`src/hdl/mlid_pkg.sv`:
```
`timescale 1ns / 1ps
package mlid_pkg;

  // instruction format marks and masks
  localparam logic [15:0] LONG_MARK     = 16'h8000;
  localparam logic [31:0] LOW_HALF_MASK = 32'h0000_7FFF;
  localparam logic [31:0] WORD30_MASK   = 32'h3FFF_FFFF;
  localparam logic [31:0] JUMP32_REGION = 32'hFC00_0000;
  localparam logic [31:0] JUMP16_REGION = 32'hFFFF_F000;

  // mnemonic codes
  localparam logic [6:0] MN_INVALID = 7'd0,  MN_NOP    = 7'd1,  MN_SYSCALL = 7'd2;
  localparam logic [6:0] MN_TRAP    = 7'd3,  MN_SDBBP  = 7'd4,  MN_BR      = 7'd5;
  localparam logic [6:0] MN_PFLUSH  = 7'd6,  MN_ALW    = 7'd7,  MN_ASW     = 7'd8;
  localparam logic [6:0] MN_ADD     = 7'd9,  MN_ADDC   = 7'd10, MN_SUB     = 7'd11;
  localparam logic [6:0] MN_CMP     = 7'd12, MN_CMPZ   = 7'd13, MN_NEG     = 7'd14;
  localparam logic [6:0] MN_AND     = 7'd15, MN_OR     = 7'd16, MN_NOT     = 7'd17;
  localparam logic [6:0] MN_XOR     = 7'd18, MN_BITCLR = 7'd19, MN_BITSET  = 7'd20;
  localparam logic [6:0] MN_BITTST  = 7'd21, MN_BITTGL = 7'd22, MN_SLL     = 7'd23;
  localparam logic [6:0] MN_SRL     = 7'd24, MN_SRA    = 7'd25, MN_ROR     = 7'd26;
  localparam logic [6:0] MN_RORC    = 7'd27, MN_ROL    = 7'd28, MN_ROLC    = 7'd29;
  localparam logic [6:0] MN_MUL     = 7'd30, MN_MULU   = 7'd31, MN_DIV     = 7'd32;
  localparam logic [6:0] MN_DIVU    = 7'd33, MN_MFCEL  = 7'd34, MN_MTCEL   = 7'd37;
  localparam logic [6:0] MN_MFSR    = 7'd40, MN_MTSR   = 7'd41, MN_T       = 7'd42;
  localparam logic [6:0] MN_MV      = 7'd43, MN_EXTSB  = 7'd44, MN_LCB     = 7'd48;
  localparam logic [6:0] MN_LCW     = 7'd49, MN_LCE    = 7'd50, MN_SCB     = 7'd51;
  localparam logic [6:0] MN_SCW     = 7'd52, MN_SCE    = 7'd53, MN_SLLI    = 7'd54;
  localparam logic [6:0] MN_SRLI    = 7'd55, MN_ADDI   = 7'd61, MN_J       = 7'd66;
  localparam logic [6:0] MN_LW      = 7'd67, MN_LH     = 7'd68, MN_LHU     = 7'd69;
  localparam logic [6:0] MN_LB      = 7'd70, MN_SW     = 7'd71, MN_SH      = 7'd72;
  localparam logic [6:0] MN_LBU     = 7'd73, MN_SB     = 7'd74, MN_B       = 7'd75;
  localparam logic [6:0] MN_ADDIS   = 7'd76, MN_ADDRI  = 7'd81, MN_ANDRI   = 7'd82;
  localparam logic [6:0] MN_ORRI    = 7'd83, MN_MLFH   = 7'd84, MN_MHFL    = 7'd85;
  localparam logic [6:0] MN_POP     = 7'd86, MN_PUSH   = 7'd87, MN_LDIU    = 7'd88;
  localparam logic [6:0] MN_ADDEI   = 7'd89, MN_LWP    = 7'd90, MN_LHP     = 7'd91;
  localparam logic [6:0] MN_LBUP    = 7'd92, MN_SWP    = 7'd93, MN_SHP     = 7'd94;
  localparam logic [6:0] MN_SBP     = 7'd95;

  // operand layouts
  localparam logic [4:0] F_NONE = 5'd0,  F_R    = 5'd1,  F_RR   = 5'd2,  F_RSR = 5'd3;
  localparam logic [4:0] F_RRR  = 5'd4,  F_D    = 5'd5,  F_RD   = 5'd6,  F_RRD = 5'd7;
  localparam logic [4:0] F_W    = 5'd8,  F_RH   = 5'd9,  F_RRH  = 5'd10, F_RM  = 5'd11;
  localparam logic [4:0] F_RMD  = 5'd12, F_RMDP = 5'd13, F_RMPD = 5'd14, F_MP  = 5'd15;
  localparam logic [4:0] F_RMP  = 5'd16;

  // suffixes
  localparam logic [2:0] S_NONE = 3'd0, S_C = 3'd1, S_L = 3'd2, S_F = 3'd3;
  localparam logic [2:0] S_BANG = 3'd4, S_LBANG = 3'd5;

  localparam logic [3:0] COND_ALWAYS = 4'd15;
  localparam logic [1:0] TC_NONE     = 2'd3;

  localparam logic [2:0] LEN_NONE  = 3'd0;
  localparam logic [2:0] LEN_SHORT = 3'd2;
  localparam logic [2:0] LEN_LONG  = 3'd4;

  // decoded instruction
  typedef struct packed {
    logic [2:0]  consumed_bytes;
    logic [6:0]  mnemonic;
    logic [3:0]  condition;
    logic [1:0]  test_condition;
    logic [2:0]  suffix;
    logic [4:0]  operand_form;
    logic [4:0]  reg_first;
    logic [4:0]  reg_second;
    logic [4:0]  reg_third;
    logic [31:0] immediate;
  } dec_t;

  // load/store mnemonic by 3-bit subop
  function automatic logic [6:0] mem_op(input logic [2:0] sel);
    logic [6:0] r;
    case (sel)
      3'd0:    r = MN_LW;
      3'd1:    r = MN_LH;
      3'd2:    r = MN_LHU;
      3'd3:    r = MN_LB;
      3'd4:    r = MN_SW;
      3'd5:    r = MN_SH;
      3'd6:    r = MN_LBU;
      default: r = MN_SB;
    endcase
    return r;
  endfunction

  // 16-bit alu/memory group mnemonic
  function automatic logic [6:0] alu16_op(input logic [3:0] sel);
    logic [6:0] r;
    case (sel)
      4'h0:    r = MN_ADD;
      4'h1:    r = MN_SUB;
      4'h2:    r = MN_NEG;
      4'h3:    r = MN_CMP;
      4'h4:    r = MN_AND;
      4'h5:    r = MN_OR;
      4'h6:    r = MN_NOT;
      4'h7:    r = MN_XOR;
      4'h8:    r = MN_LW;
      4'h9:    r = MN_LH;
      4'hA:    r = MN_POP;
      4'hB:    r = MN_LBU;
      4'hC:    r = MN_SW;
      4'hD:    r = MN_SH;
      4'hE:    r = MN_PUSH;
      default: r = MN_SB;
    endcase
    return r;
  endfunction

  // fill mnemonic, layout, registers and immediate
  function automatic dec_t put(input dec_t d, input logic [6:0] mn, input logic [4:0] f,
                               input logic [4:0] r1, input logic [4:0] r2,
                               input logic [4:0] r3, input logic [31:0] imm);
    dec_t o;
    o = d;
    o.mnemonic     = mn;
    o.operand_form = f;
    o.reg_first    = r1;
    o.reg_second   = r2;
    o.reg_third    = r3;
    o.immediate    = imm;
    return o;
  endfunction

endpackage

```
`src/hdl/mlid_req_if.sv`:
```
`timescale 1ns / 1ps
interface mlid_req_if;
  logic        valid;
  logic        ready;
  logic [15:0] first_half;
  logic [15:0] second_half;
  logic [2:0]  bytes_available;
  logic [31:0] pc;

  modport source (output valid, first_half, second_half, bytes_available, pc, input ready);
  modport sink (input valid, first_half, second_half, bytes_available, pc, output ready);
endinterface

```
`src/hdl/mlid_rsp_if.sv`:
```
`timescale 1ns / 1ps
interface mlid_rsp_if;
  logic        valid;
  logic        ready;
  logic [2:0]  consumed_bytes;
  logic [6:0]  mnemonic;
  logic [3:0]  condition;
  logic [1:0]  test_condition;
  logic [2:0]  suffix;
  logic [4:0]  operand_form;
  logic [4:0]  reg_first;
  logic [4:0]  reg_second;
  logic [4:0]  reg_third;
  logic [31:0] immediate;

  modport source (output valid, consumed_bytes, mnemonic, condition, test_condition, suffix,
                  operand_form, reg_first, reg_second, reg_third, immediate, input ready);
  modport sink (input valid, consumed_bytes, mnemonic, condition, test_condition, suffix,
                operand_form, reg_first, reg_second, reg_third, immediate, output ready);
endinterface

```
`src/hdl/mlid_decode.sv`:
```
`timescale 1ns / 1ps
module mlid_decode import mlid_pkg::*; (
  input  logic [15:0] first_half,
  input  logic [15:0] second_half,
  input  logic [2:0]  bytes_available,
  input  logic [31:0] pc,
  output dec_t        dec
);

  logic [31:0] w;
  logic [4:0]  major, rd, ra, rb;
  logic [5:0]  op;
  logic [2:0]  c_suf, l_suf;
  logic [6:0]  grp;
  logic [31:0] br32_disp;
  logic [3:0]  h_rd, h_ra, h_lo;
  logic [4:0]  imm5;
  logic [2:0]  sub;
  logic [31:0] br16_disp;
  logic        is_long, enough;
  dec_t        d32, d16;

  // field extraction
  assign w     = ((32'(first_half) & LOW_HALF_MASK) | (32'(second_half) << 15)) & WORD30_MASK;
  assign major = w[29:25];
  assign rd    = w[24:20];
  assign ra    = w[19:15];
  assign rb    = w[14:10];
  assign op    = w[6:1];
  assign c_suf = w[0] ? S_C : S_NONE;
  assign l_suf = w[0] ? S_L : S_NONE;
  assign grp   = (major == 5'h01) ? MN_ADDI : MN_ADDIS;
  assign br32_disp = {{12{w[24]}}, w[24:15], w[9:1], 1'b0};

  assign h_rd = first_half[11:8];
  assign h_ra = first_half[7:4];
  assign h_lo = first_half[3:0];
  assign imm5 = first_half[7:3];
  assign sub  = first_half[2:0];
  assign br16_disp = {{23{first_half[7]}}, first_half[7:0], 1'b0};

  // 32-bit formats
  always_comb begin
    d32 = '0;
    d32.condition = COND_ALWAYS;
    d32.test_condition = TC_NONE;
    case (major)
      5'h00: begin
        case (op)
          6'h00: d32 = put(d32, MN_NOP, F_NONE, '0, '0, '0, '0);
          6'h01: d32 = put(d32, MN_SYSCALL, F_D, '0, '0, '0, 32'(w[24:10]));
          6'h02: begin
            d32 = put(d32, MN_TRAP, F_D, '0, '0, '0, 32'(ra));
            d32.condition = rb[3:0];
          end
          6'h03: d32 = put(d32, MN_SDBBP, F_D, '0, '0, '0, 32'(ra));
          6'h04: begin
            d32 = put(d32, MN_BR, F_R, ra, '0, '0, '0);
            d32.condition = rb[3:0];
            d32.suffix = l_suf;
          end
          6'h05: d32 = put(d32, MN_PFLUSH, F_NONE, '0, '0, '0, '0);
          6'h06: d32 = put(d32, MN_ALW, F_RM, rd, ra, '0, '0);
          6'h07: d32 = put(d32, MN_ASW, F_RM, rd, ra, '0, '0);
          6'h0C, 6'h0D: begin
            d32 = put(d32, op[0] ? MN_CMPZ : MN_CMP, F_RR, ra, rb, '0, '0);
            d32.test_condition = rd[1:0];
            d32.suffix = c_suf;
          end
          6'h0F: begin
            d32 = put(d32, MN_NEG, F_RR, rd, ra, '0, '0);
            d32.suffix = c_suf;
          end
          6'h14, 6'h15, 6'h17: begin
            d32 = put(d32, (op == 6'h14) ? MN_BITCLR : ((op == 6'h15) ? MN_BITSET : MN_BITTGL),
                      F_RRD, rd, ra, '0, 32'(rb));
            d32.suffix = c_suf;
          end
          6'h16: begin
            d32 = put(d32, MN_BITTST, F_RD, ra, '0, '0, 32'(rb));
            d32.suffix = c_suf;
          end
          6'h20: begin
            d32 = put(d32, MN_MUL, F_RR, ra, rb, '0, '0);
            d32.suffix = w[0] ? S_F : S_NONE;
          end
          6'h21: d32 = put(d32, MN_MULU, F_RR, ra, rb, '0, '0);
          6'h22: d32 = put(d32, MN_DIV, F_RR, ra, rb, '0, '0);
          6'h23: d32 = put(d32, MN_DIVU, F_RR, ra, rb, '0, '0);
          6'h24, 6'h25: begin
            if (rb == 5'd1 || rb == 5'd2) begin
              d32 = put(d32, (op[0] ? MN_MTCEL : MN_MFCEL) + 7'(rb) - 7'd1, F_R, rd, '0, '0,
                        '0);
            end else if (rb == 5'd3) begin
              d32 = put(d32, (op[0] ? MN_MTCEL : MN_MFCEL) + 7'd2, F_RR, rd, ra, '0, '0);
            end
          end
          6'h28: d32 = put(d32, MN_MFSR, F_RSR, ra, rb, '0, '0);
          6'h29: d32 = put(d32, MN_MTSR, F_RSR, ra, rb, '0, '0);
          6'h2A: begin
            d32 = put(d32, MN_T, F_NONE, '0, '0, '0, '0);
            d32.condition = rb[3:0];
          end
          6'h2B: begin
            d32 = put(d32, MN_MV, F_RR, rd, ra, '0, '0);
            d32.condition = rb[3:0];
          end
          6'h2C, 6'h2D, 6'h2E, 6'h2F: begin
            d32 = put(d32, MN_EXTSB + 7'(op[1:0]), F_RR, rd, ra, '0, '0);
            d32.suffix = c_suf;
          end
          6'h30: d32 = put(d32, MN_LCB, F_MP, '0, ra, '0, '0);
          6'h31: d32 = put(d32, MN_LCW, F_RMP, rd, ra, '0, '0);
          6'h33: d32 = put(d32, MN_LCE, F_RMP, rd, ra, '0, '0);
          6'h34: d32 = put(d32, MN_SCB, F_RMP, rd, ra, '0, '0);
          6'h35: d32 = put(d32, MN_SCW, F_RMP, rd, ra, '0, '0);
          6'h37: d32 = put(d32, MN_SCE, F_MP, '0, ra, '0, '0);
          6'h38: begin
            d32 = put(d32, MN_SLLI, F_RRD, rd, ra, '0, 32'(rb));
            d32.suffix = c_suf;
          end
          6'h3A, 6'h3B, 6'h3C, 6'h3D, 6'h3E, 6'h3F: begin
            d32 = put(d32, MN_SRLI + 7'(op - 6'h3A), F_RRD, rd, ra, '0, 32'(rb));
            d32.suffix = c_suf;
          end
          // three-register alu group
          6'h08, 6'h09, 6'h0A, 6'h10, 6'h11, 6'h12, 6'h13, 6'h18,
          6'h1A, 6'h1B, 6'h1C, 6'h1D, 6'h1E, 6'h1F: begin
            case (op)
              6'h08:   d32.mnemonic = MN_ADD;
              6'h09:   d32.mnemonic = MN_ADDC;
              6'h0A:   d32.mnemonic = MN_SUB;
              6'h10:   d32.mnemonic = MN_AND;
              6'h11:   d32.mnemonic = MN_OR;
              6'h12:   d32.mnemonic = MN_NOT;
              6'h13:   d32.mnemonic = MN_XOR;
              6'h18:   d32.mnemonic = MN_SLL;
              6'h1A:   d32.mnemonic = MN_SRL;
              6'h1B:   d32.mnemonic = MN_SRA;
              6'h1C:   d32.mnemonic = MN_ROR;
              6'h1D:   d32.mnemonic = MN_RORC;
              6'h1E:   d32.mnemonic = MN_ROL;
              default: d32.mnemonic = MN_ROLC;
            endcase
            d32 = put(d32, d32.mnemonic, F_RRR, rd, ra, rb, '0);
            d32.suffix = c_suf;
          end
          default: ;
        endcase
      end
      // 16-bit immediate group
      5'h01, 5'h05: begin
        case (w[19:17])
          3'd0: begin
            d32 = put(d32, grp, F_RD, rd, '0, '0, {{16{w[16]}}, w[16:1]});
            d32.suffix = c_suf;
          end
          3'd2: begin
            d32 = put(d32, grp + 7'd1, F_RD, rd, '0, '0, {{16{w[16]}}, w[16:1]});
            d32.suffix = c_suf;
          end
          3'd4: begin
            d32 = put(d32, grp + 7'd2, F_RH, rd, '0, '0, 32'(w[16:1]));
            d32.suffix = c_suf;
          end
          3'd5: begin
            d32 = put(d32, grp + 7'd3, F_RH, rd, '0, '0, 32'(w[16:1]));
            d32.suffix = c_suf;
          end
          3'd6: begin
            d32 = put(d32, grp + 7'd4, (grp == MN_ADDI) ? F_RD : F_RH, rd, '0, '0,
                      32'(w[16:1]));
            d32.suffix = c_suf;
          end
          default: ;
        endcase
      end
      5'h02: begin
        d32 = put(d32, MN_J, F_W, '0, '0, '0, (pc & JUMP32_REGION) | 32'({w[24:1], 1'b0}));
        d32.suffix = l_suf;
      end
      5'h03, 5'h07: begin
        d32 = put(d32, mem_op(w[2:0]), (major == 5'h03) ? F_RMDP : F_RMPD, rd, ra, '0,
                  {{20{w[14]}}, w[14:3]});
      end
      5'h04: begin
        d32 = put(d32, MN_B, F_W, '0, '0, '0, pc + br32_disp);
        d32.condition = w[13:10];
        d32.suffix = l_suf;
      end
      5'h08, 5'h0C, 5'h0D: begin
        d32 = put(d32, (major == 5'h08) ? MN_ADDRI : ((major == 5'h0C) ? MN_ANDRI : MN_ORRI),
                  F_RRH, ra, rd, '0, {{18{w[14]}}, w[14:1]});
        d32.suffix = c_suf;
      end
      5'h10, 5'h11, 5'h12, 5'h13, 5'h14, 5'h15, 5'h16, 5'h17: begin
        d32 = put(d32, mem_op(major[2:0]), F_RMD, rd, ra, '0, {{17{w[14]}}, w[14:0]});
      end
      default: ;
    endcase
  end

  // 16-bit formats
  always_comb begin
    d16 = '0;
    d16.condition = COND_ALWAYS;
    d16.test_condition = TC_NONE;
    case (first_half[14:12])
      3'd0: begin
        case (h_lo)
          4'h0: d16 = put(d16, MN_NOP, F_NONE, '0, '0, '0, '0);
          4'h1: d16 = put(d16, MN_MLFH, F_RR, 5'(h_rd), {1'b1, h_ra}, '0, '0);
          4'h2: d16 = put(d16, MN_MHFL, F_RR, {1'b1, h_rd}, 5'(h_ra), '0, '0);
          4'h3: d16 = put(d16, MN_MV, F_RR, 5'(h_rd), 5'(h_ra), '0, '0);
          4'h4, 4'hC: d16 = put(d16, MN_BR, F_R, 5'(h_ra), '0, '0, '0);
          4'h5: d16 = put(d16, MN_T, F_R, 5'(h_ra), '0, '0, '0);
          default: ;
        endcase
        if (h_lo == 4'h4 || h_lo == 4'hC || h_lo == 4'h5) begin
          d16.condition = h_rd;
        end
        if (h_lo == 4'hC) begin
          d16.suffix = S_LBANG;
        end else if (h_lo <= 4'h5) begin
          d16.suffix = S_BANG;
        end
      end
      3'd1: begin
        if (h_lo <= 4'h1 && h_rd <= 4'h1) begin
          d16 = put(d16, ((h_lo == 4'h0) ? MN_MTCEL : MN_MFCEL) + 7'(h_rd), F_R, 5'(h_ra),
                    '0, '0, '0);
          d16.suffix = S_BANG;
        end
      end
      3'd2: begin
        if (!h_lo[3]) begin
          d16 = put(d16, alu16_op(h_lo), F_RR, 5'(h_rd), 5'(h_ra), '0, '0);
        end else if (h_lo == 4'hA || h_lo == 4'hE) begin
          d16 = put(d16, alu16_op(h_lo), F_RM, {first_half[7], h_rd}, 5'(first_half[6:4]),
                    '0, '0);
        end else begin
          d16 = put(d16, alu16_op(h_lo), F_RM, 5'(h_rd), 5'(h_ra), '0, '0);
        end
        d16.suffix = S_BANG;
      end
      3'd3: begin
        d16 = put(d16, MN_J, F_W, '0, '0, '0,
                  (pc & JUMP16_REGION) | 32'({first_half[11:1], 1'b0}));
        d16.suffix = first_half[0] ? S_LBANG : S_BANG;
      end
      3'd4: begin
        d16 = put(d16, MN_B, F_W, '0, '0, '0, pc + br16_disp);
        d16.condition = h_rd;
        d16.suffix = S_BANG;
      end
      3'd5: begin
        d16 = put(d16, MN_LDIU, F_RD, 5'(h_rd), '0, '0, 32'(first_half[7:0]));
        d16.suffix = S_BANG;
      end
      3'd6: begin
        case (sub)
          3'd0: d16 = put(d16, MN_ADDEI, F_RD, 5'(h_rd), '0, '0, {{27{imm5[4]}}, imm5});
          3'd1: d16 = put(d16, MN_SLLI, F_RD, 5'(h_rd), '0, '0, 32'(imm5));
          3'd2: d16 = put(d16, MN_SDBBP, F_D, '0, '0, '0, 32'(imm5));
          3'd3: d16 = put(d16, MN_SRLI, F_RD, 5'(h_rd), '0, '0, 32'(imm5));
          3'd4: d16 = put(d16, MN_BITCLR, F_RD, 5'(h_rd), '0, '0, 32'(imm5));
          3'd5: d16 = put(d16, MN_BITSET, F_RD, 5'(h_rd), '0, '0, 32'(imm5));
          3'd6: d16 = put(d16, MN_BITTST, F_RD, 5'(h_rd), '0, '0, 32'(imm5));
          default: ;
        endcase
        if (sub != 3'd7) begin
          d16.suffix = S_BANG;
        end
      end
      default: begin
        case (sub)
          3'd0: d16 = put(d16, MN_LWP, F_RD, 5'(h_rd), '0, '0, 32'({imm5, 2'b00}));
          3'd1: d16 = put(d16, MN_LHP, F_RD, 5'(h_rd), '0, '0, 32'({imm5, 1'b0}));
          3'd3: d16 = put(d16, MN_LBUP, F_RD, 5'(h_rd), '0, '0, 32'(imm5));
          3'd4: d16 = put(d16, MN_SWP, F_RD, 5'(h_rd), '0, '0, 32'({imm5, 2'b00}));
          3'd5: d16 = put(d16, MN_SHP, F_RD, 5'(h_rd), '0, '0, 32'({imm5, 1'b0}));
          3'd6: d16 = put(d16, MN_SBP, F_RD, 5'(h_rd), '0, '0, 32'(imm5));
          default: ;
        endcase
        if (sub != 3'd2 && sub != 3'd7) begin
          d16.suffix = S_BANG;
        end
      end
    endcase
  end

  // length check and final select; counts above four saturate
  assign is_long = (first_half & LONG_MARK) != 16'h0000;
  assign enough  = is_long ? (bytes_available >= 3'd4) : (bytes_available >= 3'd2);

  always_comb begin
    dec = '0;
    if (enough) begin
      if (is_long) begin
        dec = d32;
        dec.consumed_bytes = LEN_LONG;
      end else begin
        dec = d16;
        dec.consumed_bytes = LEN_SHORT;
      end
    end else begin
      dec.consumed_bytes = LEN_NONE;
    end
  end

endmodule

```
`src/hdl/mixed_length_instruction_decoder_top.sv`:
```
`timescale 1ns / 1ps
// Mixed 16/32-bit instruction decoder.
// req carries two halfwords, the byte count present in the fetch buffer and
// the pc; rsp carries one decoded item per request: length used, mnemonic
// code, condition, test condition, suffix, operand layout, three register
// numbers and the immediate or absolute branch/jump target.
// Both channels use valid/ready; an item moves on an edge with both high.
// An accepted item passes through an input register, one pass of decode logic
// plus the target adder, then the result register, where rsp.valid rises.
// Throughput is one item per cycle while rsp.ready stays high; the input register
// can still take an item while a finished result waits in the result register,
// and only when both are full and rsp.ready is low does req.ready fall.
// A stalled result holds steady until taken. Items carry no state between
// them. Synchronous reset empties both registers; no item is lost or repeated
// across a stall.
module mixed_length_instruction_decoder_top import mlid_pkg::*; (
  input logic        clk,
  input logic        rst,
  mlid_req_if.sink   req,
  mlid_rsp_if.source rsp
);

  logic        s1_valid;
  logic [15:0] s1_first_half;
  logic [15:0] s1_second_half;
  logic [2:0]  s1_bytes_available;
  logic [31:0] s1_pc;
  logic        out_valid;
  dec_t        out_dec;
  dec_t        dec;
  logic        out_open;

  // handshake
  assign out_open  = !out_valid || rsp.ready;
  assign req.ready = !s1_valid || out_open;

  // valid flags
  always_ff @(posedge clk) begin
    if (rst) begin
      s1_valid  <= 1'b0;
      out_valid <= 1'b0;
    end else begin
      if (req.ready) begin
        s1_valid <= req.valid;
      end
      if (out_open) begin
        out_valid <= s1_valid;
      end
    end
  end

  // input register
  always_ff @(posedge clk) begin
    if (req.valid && req.ready) begin
      s1_first_half      <= req.first_half;
      s1_second_half     <= req.second_half;
      s1_bytes_available <= req.bytes_available;
      s1_pc              <= req.pc;
    end
  end

  mlid_decode u_decode (
    .first_half      (s1_first_half),
    .second_half     (s1_second_half),
    .bytes_available (s1_bytes_available),
    .pc              (s1_pc),
    .dec             (dec)
  );

  // result register
  always_ff @(posedge clk) begin
    if (s1_valid && out_open) begin
      out_dec <= dec;
    end
  end

  assign rsp.valid          = out_valid;
  assign rsp.consumed_bytes = out_dec.consumed_bytes;
  assign rsp.mnemonic       = out_dec.mnemonic;
  assign rsp.condition      = out_dec.condition;
  assign rsp.test_condition = out_dec.test_condition;
  assign rsp.suffix         = out_dec.suffix;
  assign rsp.operand_form   = out_dec.operand_form;
  assign rsp.reg_first      = out_dec.reg_first;
  assign rsp.reg_second     = out_dec.reg_second;
  assign rsp.reg_third      = out_dec.reg_third;
  assign rsp.immediate      = out_dec.immediate;

  // checks
  a_short_empty: assert property (@(posedge clk) disable iff (rst)
    out_valid && out_dec.consumed_bytes == LEN_NONE |->
      out_dec.mnemonic == MN_INVALID && out_dec.immediate == 32'h0 &&
      out_dec.operand_form == F_NONE)
    else $error("too-short item carries decoded fields");

  a_invalid_defaults: assert property (@(posedge clk) disable iff (rst)
    out_valid && out_dec.consumed_bytes != LEN_NONE && out_dec.mnemonic == MN_INVALID |->
      out_dec.condition == COND_ALWAYS && out_dec.test_condition == TC_NONE &&
      out_dec.suffix == S_NONE)
    else $error("invalid encoding with non-default fields");

  a_stage_held: assert property (@(posedge clk) disable iff (rst)
    s1_valid && !out_open |=> s1_valid && $stable(s1_pc))
    else $error("input register lost an item while blocked");

  a_reset_empty: assert property (@(posedge clk)
    $past(rst) |-> !out_valid && !s1_valid)
    else $error("registers not empty after reset");

endmodule

```
`src/flat_wrapper.sv`:
```
// flat-port wrapper written by rule: the top's interface ports become plain ports
module mixed_length_instruction_decoder_top_flat import mlid_pkg::*;
  (clk, rst, req_valid, req_first_half, req_second_half, req_bytes_available, req_pc, req_ready, rsp_valid, rsp_consumed_bytes, rsp_mnemonic, rsp_condition, rsp_test_condition, rsp_suffix, rsp_operand_form, rsp_reg_first, rsp_reg_second, rsp_reg_third, rsp_immediate, rsp_ready);
  mlid_req_if req_i ();
  mlid_rsp_if rsp_i ();
  input logic clk;
  input logic rst;
  input wire logic [$bits(req_i.valid)-1:0] req_valid;
  input wire logic [$bits(req_i.first_half)-1:0] req_first_half;
  input wire logic [$bits(req_i.second_half)-1:0] req_second_half;
  input wire logic [$bits(req_i.bytes_available)-1:0] req_bytes_available;
  input wire logic [$bits(req_i.pc)-1:0] req_pc;
  output wire logic [$bits(req_i.ready)-1:0] req_ready;
  output wire logic [$bits(rsp_i.valid)-1:0] rsp_valid;
  output wire logic [$bits(rsp_i.consumed_bytes)-1:0] rsp_consumed_bytes;
  output wire logic [$bits(rsp_i.mnemonic)-1:0] rsp_mnemonic;
  output wire logic [$bits(rsp_i.condition)-1:0] rsp_condition;
  output wire logic [$bits(rsp_i.test_condition)-1:0] rsp_test_condition;
  output wire logic [$bits(rsp_i.suffix)-1:0] rsp_suffix;
  output wire logic [$bits(rsp_i.operand_form)-1:0] rsp_operand_form;
  output wire logic [$bits(rsp_i.reg_first)-1:0] rsp_reg_first;
  output wire logic [$bits(rsp_i.reg_second)-1:0] rsp_reg_second;
  output wire logic [$bits(rsp_i.reg_third)-1:0] rsp_reg_third;
  output wire logic [$bits(rsp_i.immediate)-1:0] rsp_immediate;
  input wire logic [$bits(rsp_i.ready)-1:0] rsp_ready;
  assign req_i.valid = req_valid;
  assign req_i.first_half = req_first_half;
  assign req_i.second_half = req_second_half;
  assign req_i.bytes_available = req_bytes_available;
  assign req_i.pc = req_pc;
  assign req_ready = req_i.ready;
  assign rsp_valid = rsp_i.valid;
  assign rsp_consumed_bytes = rsp_i.consumed_bytes;
  assign rsp_mnemonic = rsp_i.mnemonic;
  assign rsp_condition = rsp_i.condition;
  assign rsp_test_condition = rsp_i.test_condition;
  assign rsp_suffix = rsp_i.suffix;
  assign rsp_operand_form = rsp_i.operand_form;
  assign rsp_reg_first = rsp_i.reg_first;
  assign rsp_reg_second = rsp_i.reg_second;
  assign rsp_reg_third = rsp_i.reg_third;
  assign rsp_immediate = rsp_i.immediate;
  assign rsp_i.ready = rsp_ready;
  mixed_length_instruction_decoder_top u_core (.clk(clk), .rst(rst), .req(req_i), .rsp(rsp_i));
endmodule
```
`config.mk`:
```
export PLATFORM = sky130hd
export DESIGN_NAME = mixed_length_instruction_decoder_top_flat
export DESIGN_NICKNAME = d
export VERILOG_FILES = /design/src/hdl/mlid_pkg.sv /design/src/hdl/mlid_req_if.sv /design/src/hdl/mlid_rsp_if.sv /design/src/hdl/mlid_decode.sv /design/src/hdl/mixed_length_instruction_decoder_top.sv /design/src/flat_wrapper.sv
export SDC_FILE = /design/constraint.sdc
export NUM_CORES = 1
export LEC_CHECK = 0
export BUFFER_PORTS_ARGS = -buffer_cell sky130_fd_sc_hd__clkbuf_2
export CAP_MARGIN = 40
export CORE_MARGIN = 3
export CORE_UTILIZATION = 40
export DETAILED_ROUTE_END_ITERATION = 16
export RECOVER_POWER = 50
export SYNTH_ARGS = -nofsm -noshare
export SYNTH_HDL_FRONTEND = slang
export SYNTH_SLANG_ARGS = --single-unit
```
`constraint.sdc`:
```
create_clock -name clk -period 5.1 [get_ports clk]
set_input_delay 0.255 -clock clk [delete_from_list [all_inputs] [get_ports clk]]
set_output_delay 0.255 -clock clk [all_outputs]
set_load 0.1 [all_outputs]
```
==> impl_metrics.py, run 1 <==
metrics = {
    "run_status": {
        "run_status": "finished with violations",
        "violations": "capacitance limit, slew limit",
    },
    "cts": {
        "clkTransAtPathRegs_ns": 0.06,
        "cts_resized": 0,
        "hold_buffers": 64,
        "post-cts-setup-buffers": 0,
        "clkLatencyLatePin_ns": 0.45,
        "cts_tree": "done",
        "cts_buffers": 17,
        "htree_levels": 4,
        "clk_path_buf_depth": 2,
        "clock-sinks": 143,
        "cts-root-buf": "clkbuf_16",
    },
    "die": {
        "initial_core_util": 0.410,
        "coreArea_um2": 31000,
        "fp.dieW_um": 184,
        "dieArea_um2": 34000,
        "dieHeight_um": 184,
        "io_pins": 144,
        "rows": 64,
    },
    "hold_path": {
        "hp-class": "input pin to register",
        "min-delay-start": "req_first_half[2]",
        "hold_depth": 1,
        "min_to": "u_core.s1_first_half[2]",
    },
    "setup_path": {
        "cp.arrival_ns": 4.42,
        "reg2reg_to": "u_core.rsp.mnemonic[0]",
        "r2r_cells": 12,
        "reg2reg_slack_ns": 0.82,
        "critPathMaxStageDelay_ns": 0.50,
        "crit_path_top_delay_cell": "ha_1",
        "required_ns": 5.24,
        "crit_fanout": 15,
        "cp_cell_sequence": "buf_4 -> clkinv_1 -> ha_1 -> or2_0 -> a32o_1 -> nor4_2 -> nand4_2 -> o31ai_4 -> buf_4 -> a21oi_1 -> o31ai_1 -> o221ai_1",
        "worst_setup_path_end_kind": "register",
        "crit_family": "compound AO/OA/AOI/OAI gates",
        "r2r_start": "u_core.s1_first_half[1]",
        "cp_common_cell": "buf_4",
        "critPathBufInv": 3,
        "criticalPathCategory": "register to register",
        "critPathLaunchType": "register",
    },
    "pwr": {
        "internal_power_mw": 2.51,
        "p_switching_mw": 1.48,
        "peakVddDrop_mv": 0.228,
        "power_leakage_nw": 5.70,
        "combPwrFrac": 0.320,
        "seqPwrFrac": 0.363,
        "p_sw_frac": 0.371,
        "power-per-cell-area_nw_per_um2": 265,
        "clockPowerShare": 0.317,
    },
    "sta": {
        "skew_ns": 0.0127,
        "rsz0062_at_grt": "false",
        "relSlewSlack": -0.479,
        "fin_crit_sh": 0.839,
        "period_minus_slack_ns": 4.28,
        "worst_pin_slew_ns": 2.21,
        "tns_ns": 0,
        "fmax_ghz": 0.234,
        "slew_violations": 20,
        "final_hold_viol_count": 0,
        "report.final.setup_viol": 0,
    },
    "placement": {
        "place_congestion": 0.979,
        "placement.io_buffers": 140,
        "dp_hpwl_um": 35800,
        "dpl_cell_area_um2": 13900,
    },
    "drt": {
        "wl_per_cell_um": 23.2,
        "wl_um": 48000,
        "drt_first_pass_iters": 8,
        "drc_errors": 0,
        "postRouteAntennaNets": 0,
        "vias": 13000,
        "viasPerCell": 6.30,
        "drtIter0Drc": 1614,
    },
    "global_routing": {
        "grt_max_degree": 53,
        "grt_overflow": 0,
        "grt_pass1_wl_um": 72800,
        "antenna_found_initial": 0,
        "grt_pass1_vias": 12100,
        "grt_usage": 0.280,
    },
    "cells_and_area": {
        "final_core_util": 0.486,
        "multi_input_area_um2": 7900,
        "layout-drive-gt1-share": 0.112,
        "antenna_cells": 0,
        "finalInstanceArea_um2": 15100,
        "fill_cells": 3007,
        "area_delta_synth_final_pct": 18.5,
        "regArea_um2": 4210,
        "final_nets": 1826,
    },
    "synth": {
        "ys.flop_type": "edfxtp_1",
        "async_flop_share": 0,
        "ys_seq_area_frac": 0.332,
        "synth_area_um2": 12700,
        "avgSynthCellArea_um2": 8.58,
        "ys_seq_elements": 143,
        "syn-num-nets": 1648,
        "synth_cell_types": 98,
        "yosysWarningCount": 0,
        "synth_cells": 1481,
        "synth-edff-count": 135,
    },
    "job": {
        "drv_cap": 1,
    },
}
[how the worst max path moves through the flow]
| stage | from | end | cells after the start | slack [ns] |
|---|---|---|---|---|
| 2_1_floorplan | u_core.rsp.valid | register | 8 | 0.09 |
| 3_3_place_gp | u_core.s1_first_half[1] | u_core.rsp.mnemonic[0] | 12 | 1.04 |
| 3_5_place_dp | u_core.s1_first_half[1] | u_core.rsp.mnemonic[0] | 12 | 0.98 |
| 4_1_cts | u_core.s1_first_half[1] | u_core.rsp.mnemonic[0] | 12 | 0.95 |
| 5_1_grt | u_core.s1_first_half[1] | u_core.rsp.mnemonic[0] | 13 | 0.62 |
| 6_report | u_core.s1_first_half[1] | u_core.rsp.mnemonic[0] | 12 | 0.82 |
[cells by family after synthesis]
logic type | count (synthesis) | share of synthesized area
fa+ha+maj | 97 | 0.0976
xor+xnor | 50 | 0.0345
flops | 143 | 0.332
mux | 19 | 0.0162
compound gates | 567 | 0.301
simple gates | 448 | 0.170
other cells | 1 | 0.000295
buf+inv | 156 | 0.0490
[Yosys cell counts, drive strengths merged, types with 14 or more instances]
cell,count,share of area
a211oi,14,0.0083
a21o,33,0.019
a21oi,141,0.056
a221oi,27,0.019
a222oi,21,0.017
a31oi,21,0.010
buf,22,0.0094
clkbuf,78,0.023
edfxtp,135,0.32
ha,92,0.091
inv,52,0.015
mux2i,15,0.012
nand2,120,0.035
nand2b,20,0.0098
nand3,35,0.014
nor2,126,0.038
nor2b,17,0.0084
nor3,44,0.018
o211ai,25,0.015
o21ai,126,0.050
o221ai,14,0.010
o22ai,26,0.013
or2,15,0.0074
xnor2,33,0.023
xor2,17,0.012
[cell type report]
class | instances | share of cell area
clock buffers | 18 | 0.0285
clock inverters | 14 | 0.0103
inverters | 56 | 0.0140
multi-input cells | 1182 | 0.525
flip-flops and latches | 143 | 0.280
well taps | 396 | 0.0329
repair buffers | 259 | 0.110
[sequential cells by signal, summed over array words and instances, names as in the netlist, named ones only]
register	flops
u_core.rsp.immediate	32
u_core.s1_pc	32
u_core.s1_first_half	16
u_core.s1_second_half	15
u_core.rsp.mnemonic	7
u_core.rsp.operand_form	5
u_core.rsp.reg_first	5
u_core.rsp.reg_second	5
u_core.rsp.reg_third	5
u_core.rsp.condition	4
u_core.rsp.suffix	3
u_core.rsp.consumed_bytes	2
u_core.rsp.test_condition	2
u_core.s1_bytes_available	2
u_core.rsp.valid	1
u_core.s1_valid	1
[power by group through the flow]
| stage | Clock (mW) | Combinational (mW) | Sequential [mW] |
|---|---|---|---|
| 2_1_floorplan | 0 | 0.694 | 1.66 |
| 3_3_place_gp | 0 | 1.22 | 1.47 |
| 3_5_place_dp | 0 | 1.22 | 1.47 |
| 4_1_cts | 1.29 | 1.27 | 1.45 |
| 5_1_grt | 1.35 | 1.38 | 1.45 |
| 6_report | 1.27 | 1.28 | 1.45 |
[layer usage]
metal | global-route usage | vias up | routed length (µm)
li1 | - | 6063 | -
met3 | 0.0661 | 100 | 5000
met2 | 0.404 | 714 | 19800
met1 | 0.412 | 6150 | 21700
met5 | 0 | - | 0
met4 | 0.0946 | 0 | 1600
[worst reg2reg max path: stages, from the launching register on]
cell and delay, ns:
edfxtp_1 0.40, buf_4 0.26, clkinv_1 0.29, ha_1 0.50
or2_0 0.33, a32o_1 0.28, nor4_2 0.30, nand4_2 0.16
o31ai_4 0.40, buf_4 0.28, a21oi_1 0.07, o31ai_1 0.45
o221ai_1 0.27
[metrics by stage]
step	hold slack, ns	power (mW)	setup WS, ns	cells
after detailed placement	0.434	2.69	0.985	1972
after floorplan	0.327	2.36	0.0858	1481
after CTS	0.0000666	4.01	0.952	2068
after global routing	0.0475	4.18	0.620	2068
final	0.0491	3.99	0.820	2068
after global placement	0.431	2.69	1.04	1970
[cells in the final DEF (no fill, tap or decap), types with 25 or more instances in the layout]
cell	Yosys	final
o21ai_0	119	119
edfxtp_1	135	135
clkbuf_2	1	63
nor3_1	43	41
inv_1	50	50
a221oi_1	26	26
a21o_1	33	33
nand3_1	35	35
dlygate4sd3_1	0	64
o22ai_1	26	26
nor2_1	124	124
buf_4	1	52
xnor2_1	33	33
o211ai_1	25	25
a21oi_1	140	140
clkbuf_1	77	80
ha_1	92	92
nand2_1	120	120
Power figures use the tool's default switching activity.
==> run 2: changes to the inputs <==
Settings changed: ABC_AREA set to 1.
Clock period 5.1 ns to 4.3 ns, I/O delays scaled along.
==> impl_metrics.py, run 2 <==
metrics = {
    "run_status": {
        "run_status": "finished clean",
    },
    "synth": {
        "yosysWarningCount": 0,
        "ys.flop_type": "edfxtp_1",
        "synthTopCellsByCount": "nand2_1, nor2_1, inv_1",
        "syn-num-nets": 2194,
        "yosysMostFrequentCell": "nand2_1",
        "synth_top_area_frac": 0.298,
        "synth_cells": 2027,
        "synth-edff-count": 135,
        "synth_area_um2": 13600,
        "ys_seq_elements": 143,
        "synth_cell_types": 53,
        "async_flop_share": 0,
        "ys_seq_area_frac": 0.309,
        "synth_area_leaders": "edfxtp_1, nand2_1, ha_1",
        "synth_top_cell_by_area": "edfxtp_1",
        "avgSynthCellArea_um2": 6.72,
    },
    "pwr": {
        "peakVddDrop_mv": 0.287,
        "power-per-cell-area_nw_per_um2": 298,
        "power_leakage_nw": 7.52,
    },
    "die": {
        "dieHeight_um": 191,
        "coreArea_um2": 33000,
        "fp.dieW_um": 191,
        "io_pins": 144,
        "initial_core_util": 0.412,
        "dieArea_um2": 36300,
        "rows": 66,
    },
    "placement": {
        "placement.io_buffers": 140,
        "dp_cells": 2596,
        "place_congestion": 1.01,
        "dpl_cell_area_um2": 15000,
        "dp_hpwl_um": 44300,
    },
    "sta": {
        "worst_pin_slew_ns": 1.37,
        "skew_ns": 0.0155,
        "fin_crit_sh": 0.743,
        "period_minus_slack_ns": 3.19,
        "tns_ns": 0,
        "report.final.setup_viol": 0,
        "rsz0062_at_grt": "false",
        "fmax_ghz": 0.313,
        "final_hold_viol_count": 0,
        "slew_violations": 0,
        "relSlewSlack": 0.0891,
    },
    "setup_path": {
        "r2r_cells": 16,
        "cp_common_cell": "nand2_1",
        "criticalPathCategory": "register to register",
        "required_ns": 4.49,
        "cp_cell_sequence": "buf_4 -> ha_1 -> inv_1 -> fa_1 -> inv_1 -> nand3_1 -> nand2_1 -> nand2_1 -> nand2_1 -> nand2_1 -> nand2_1 -> nand2_1 -> nand2_1 -> nand4_1 -> nand2_1 -> nand2_1",
        "crit_start": "u_core.s1_first_half[1]",
        "r2r_start": "u_core.s1_first_half[1]",
        "cp.arrival_ns": 3.38,
        "worst_setup_path_end_kind": "register",
        "crit_path_top_delay_cell": "edfxtp_1",
        "critPathMaxStageDelay_ns": 0.59,
        "crit_fanout": 8,
        "critPathLaunchType": "register",
    },
    "cells_and_area": {
        "final_common_cell": "nand2_1",
        "final_cell_mix": "nand2_1, nor2_1, inv_1",
        "final_nets": 2405,
        "instances_no_fill": 2693,
        "layout-drive-gt1-share": 0.0871,
        "fill_cells": 3503,
        "finalInstanceArea_um2": 16100,
        "area_delta_synth_final_pct": 18.3,
        "antenna_cells": 0,
    },
    "global_routing": {
        "grt_overflow": 0,
        "grt_usage": 0.308,
        "grt_pass1_wl_um": 84700,
        "antenna_found_initial": 0,
        "grt_max_degree": 61,
        "grt_pass1_vias": 14600,
    },
    "cts": {
        "clkLatencyLatePin_ns": 0.46,
        "cts-root-buf": "clkbuf_16",
        "clk_path_buf_depth": 2,
        "clock-sinks": 143,
        "cts_buffers": 17,
        "cts_resized": 0,
        "htree_levels": 4,
        "cts_tree": "done",
        "clkTransAtPathRegs_ns": 0.06,
    },
    "drt": {
        "vias": 15200,
        "postRouteAntennaNets": 0,
        "drt_first_pass_iters": 7,
        "wl_per_cell_um": 20.9,
        "wl_um": 56300,
        "viasPerCell": 5.66,
        "drc_errors": 0,
        "drtIter0Drc": 1553,
    },
    "job": {
        "drv_cap": 0,
    },
    "hold_path": {
        "hold_depth": 4,
        "min-delay-start": "rsp_ready",
        "hp-class": "input pin to register",
    },
}
==> run 2: cell types whose count changed after synthesis, sizes merged, moves of 29 or more <==
cell,change
nand2,+555
nor2,+88
clkbuf,-65
xnor2,-29
inv,+153
a21o,-30
nand3,+104
==> run 2: timing repair <==
item                                   CTS  global route
endpoints found under the hold margin   66             0
setup endpoints to repair                0             0
hold buffers                            65             0
setup buffers                            0             0
==> run 2: metrics by stage <==
stage / setup slack [ns] / util / hold slack, ns / power [mW]
finish: 1.11 / 0.488 / 0.0664 / 4.79
global route: 0.883 / 0.488 / 0.0825 / 5.03
CTS: 1.20 / 0.492 / 0.0593 / 4.80
detailed placement: 1.22 / 0.453 / 0.394 / 3.15
global placement: 1.19 / 0.451 / 0.393 / 3.14
floorplan: 0.378 / - / 0.284 / 2.73
==> run 2: final timing paths <==
path | slack, ns | endpoint
setup / recovery | 1.11 | u_core.rsp.immediate[13]
hold / removal | 0.07 | u_core.rsp.valid
hold reg to reg | 0.53 | u_core.rsp.valid
setup reg to reg | 1.11 | u_core.rsp.immediate[13]
==> run 2: final cells by class <==
cell class                 count  area [µm²]  share of cell area
tap                          442         553              0.0343
clock buffer                  19         433              0.0269
timing repair buffer         239        1550              0.0962
clock inverter                13         186              0.0116
sequential                   143        4210               0.262
multi-input combinational   1629        8390               0.521
inverter                     208         783              0.0486
==> run 2: report_power, final <==
| group | leakage, nW | internal, mW | switching [mW] |
|---|---|---|---|
| combinational | 5.81 | 0.435 | 1.05 |
| clock | 0.302 | 0.972 | 0.630 |
| sequential | 1.41 | 1.62 | 0.0858 |
| total | 7.52 | 3.02 | 1.77 |
==> run 2: kinds of logic (layout without fill, tap and decap cells) <==
kind of cell	after synthesis	count (layout)	synth area share
and+or+nand+nor	1137	1137	0.357
AOI/OAI and AO/OA	385	385	0.161
DFF	143	143	0.309
adders and majority gates	96	96	0.0904
other	1	1	0.000275
xor gates and xnor gates	10	10	0.00643
buffers and inverters	255	479	0.0759
==> run 2: metal layers <==
layer	vias to the layer above	GRT usage	share of wire	wire length, µm
met5	-	0	0	0
met4	0	0.189	0.070	3960
met3	173	0.0423	0.063	3530
met2	709	0.520	0.47	26300
met1	7049	0.372	0.40	22500
li1	7310	-	-	-
==> run 2: critical path, delay by kind of cell, from the launching register on <==
kind / cells / cell delay, ns
simple gates: 11 / 1.21
fa+ha+maj: 2 / 0.69
buf+inv: 3 / 0.42
flops: 1 / 0.59
==> run 3: changes to the inputs <==
Clock period 4.3 ns to 3.2 ns, I/O delays scaled along.
==> impl_metrics.py, run 3 (same netlist as run 2, synthesis figures left out) <==
metrics = {
    "cells_and_area": {
        "final_common_cell": "nand2_1",
        "area_delta_synth_final_pct": 21.1,
        "final_cell_mix": "nand2_1, nor2_1, inv_1",
        "finalInstanceArea_um2": 16500,
        "final_nets": 2459,
        "fill_cells": 3435,
        "instances_no_fill": 2747,
        "layout-drive-gt1-share": 0.110,
        "antenna_cells": 0,
    },
    "cts": {
        "htree_levels": 4,
        "clkTransAtPathRegs_ns": 0.07,
        "clock-sinks": 143,
        "cts-root-buf": "clkbuf_16",
        "clkLatencyLatePin_ns": 0.45,
        "cts_tree": "done",
        "cts_buffers": 17,
        "clk_path_buf_depth": 2,
    },
    "placement": {
        "dp_cells": 2650,
        "dp_hpwl_um": 45200,
        "place_congestion": 1.01,
        "dp_slack_ns": 0.284,
        "placement.io_buffers": 140,
        "dpl_cell_area_um2": 15400,
    },
    "setup_path": {
        "reg2reg_to": "u_core.rsp.reg_first[1]",
        "critPathMaxStageDelay_ns": 0.54,
        "cp_common_cell": "nand2_1",
        "crit_start": "u_core.s1_first_half[3]",
        "reg2reg_slack_ns": 0.16,
        "critPathBufInv": 3,
        "worst_setup_path_end_kind": "register",
        "crit_fanout": 11,
        "required_ns": 3.43,
        "crit_family": "simple AND/OR/NAND/NOR gates",
        "crit_path_top_delay_cell": "edfxtp_1",
        "crit_cells": 16,
        "criticalPathCategory": "register to register",
        "critPathCapture": "u_core.rsp.reg_first[1]",
        "r2r_start": "u_core.s1_first_half[3]",
        "cp.arrival_ns": 3.27,
        "cp_cell_sequence": "buf_4 -> inv_1 -> buf_4 -> nor2_2 -> nand2_2 -> nand2_1 -> nand2_1 -> nand2_1 -> nor2_1 -> nand2_1 -> o21ai_0 -> nand2_1 -> nand2_1 -> nand2_1 -> nand2_1 -> o21ai_1",
        "r2r_cells": 16,
        "critPathLaunchType": "register",
    },
    "sta": {
        "period_minus_slack_ns": 3.04,
        "skew_ns": 0.0159,
        "rsz0062_at_grt": "false",
        "relSlewSlack": -0.368,
        "worst_pin_slew_ns": 2.05,
        "slew_violations": 38,
        "tns_ns": 0,
        "fin_ws_ns": 0.165,
        "report.final.setup_viol": 0,
        "fmax_ghz": 0.329,
        "final_hold_viol_count": 0,
        "fin_crit_sh": 0.948,
        "holdWs_ns": 0.0322,
    },
    "run_status": {
        "run_status": "finished with violations",
        "violations": "capacitance limit, slew limit",
    },
    "global_routing": {
        "grt_max_degree": 39,
        "gr-usage-met2": 0.520,
        "grt_pass1_vias": 14800,
        "grt_usage": 0.312,
        "grtUsageMet1": 0.377,
        "grt_pass1_wl_um": 85900,
        "grt_overflow": 0,
        "antenna_found_initial": 0,
        "gr-max-usage-layer": "met2",
        "grt.met3_usage": 0.0500,
    },
    "drt": {
        "wl_um": 57100,
        "drt_first_pass_iters": 8,
        "viasPerCell": 5.61,
        "vias": 15400,
        "drc_errors": 0,
        "postRouteAntennaNets": 0,
        "wl_per_cell_um": 20.8,
        "drtIter0Drc": 1493,
    },
    "die": {
        "io_pins": 144,
        "coreArea_um2": 33000,
        "dieArea_um2": 36300,
        "initial_core_util": 0.412,
        "rows": 66,
        "fp.dieW_um": 191,
        "dieHeight_um": 191,
    },
    "job": {
        "drv_cap": 1,
    },
    "hold_path": {
        "hp-class": "input pin to register",
        "min-delay-start": "rsp_ready",
    },
    "pwr": {
        "peakVddDrop_mv": 0.380,
        "power_leakage_nw": 7.76,
        "power-per-cell-area_nw_per_um2": 388,
    },
}
-- run 3: cell count changes in the layout (fill, tap and decap cells not counted), sizes merged --
cell / before / now
clkbuf: 161 / 160
clkinvlp: 1 / 2
bufinv: 4 / 3
buf: 32 / 87
-- run 3: timing repair --
action,CTS,global route
endpoints found under the hold margin,66,0
endpoints found under the setup margin,0,1
setup buffers,0,0
resized for setup,0,1
hold buffers,65,0
-- run 3: worst min path at each step --
stage	depth (start not counted)	slack, ns	end
detailed placement	1	0.34	u_core.s1_pc[11]
global placement	1	0.34	u_core.s1_pc[14]
floorplan	1	0.22	u_core.rsp.valid
CTS	4	0.01	u_core.rsp.valid
finish	4	0.03	u_core.rsp.valid
global route	4	0.06	u_core.rsp.valid
-- run 3: metrics by stage --
| step | util | power (mW) |
|---|---|---|
| floorplan | - | 3.67 |
| global placement | 0.464 | 4.27 |
| detailed placement | 0.465 | 4.29 |
| CTS | 0.502 | 6.43 |
| global route | 0.499 | 6.73 |
| finish | 0.499 | 6.40 |
-- run 3: per-layer routing --
metal | up-vias | wire, µm
li1 | 7391 | -
met1 | 7060 | 22700
met2 | 762 | 26600
met3 | 195 | 3840
met4 | 0 | 3960
met5 | - | 0
-- run 3: worst min-delay path: stages --
cell      delay, ns
clkbuf_2       0.08
inv_1          0.07
nand2_1        0.06
a21oi_1        0.05
-- run 3: layout make-up --
class | instances | area [µm²] | share of cell area
well taps | 442 | 553 | 0.0335
clock inverters | 13 | 161 | 0.00979
inverters | 208 | 787 | 0.0477
repair buffers | 293 | 1950 | 0.118
flip-flops and latches | 143 | 4210 | 0.256
multi-input cells | 1629 | 8390 | 0.509
clock buffers | 19 | 433 | 0.0263
-- run 3: where the power goes --
group	switching [mW]	internal, mW
clock network	0.827	1.23
registers	0.109	2.17
logic	1.44	0.626
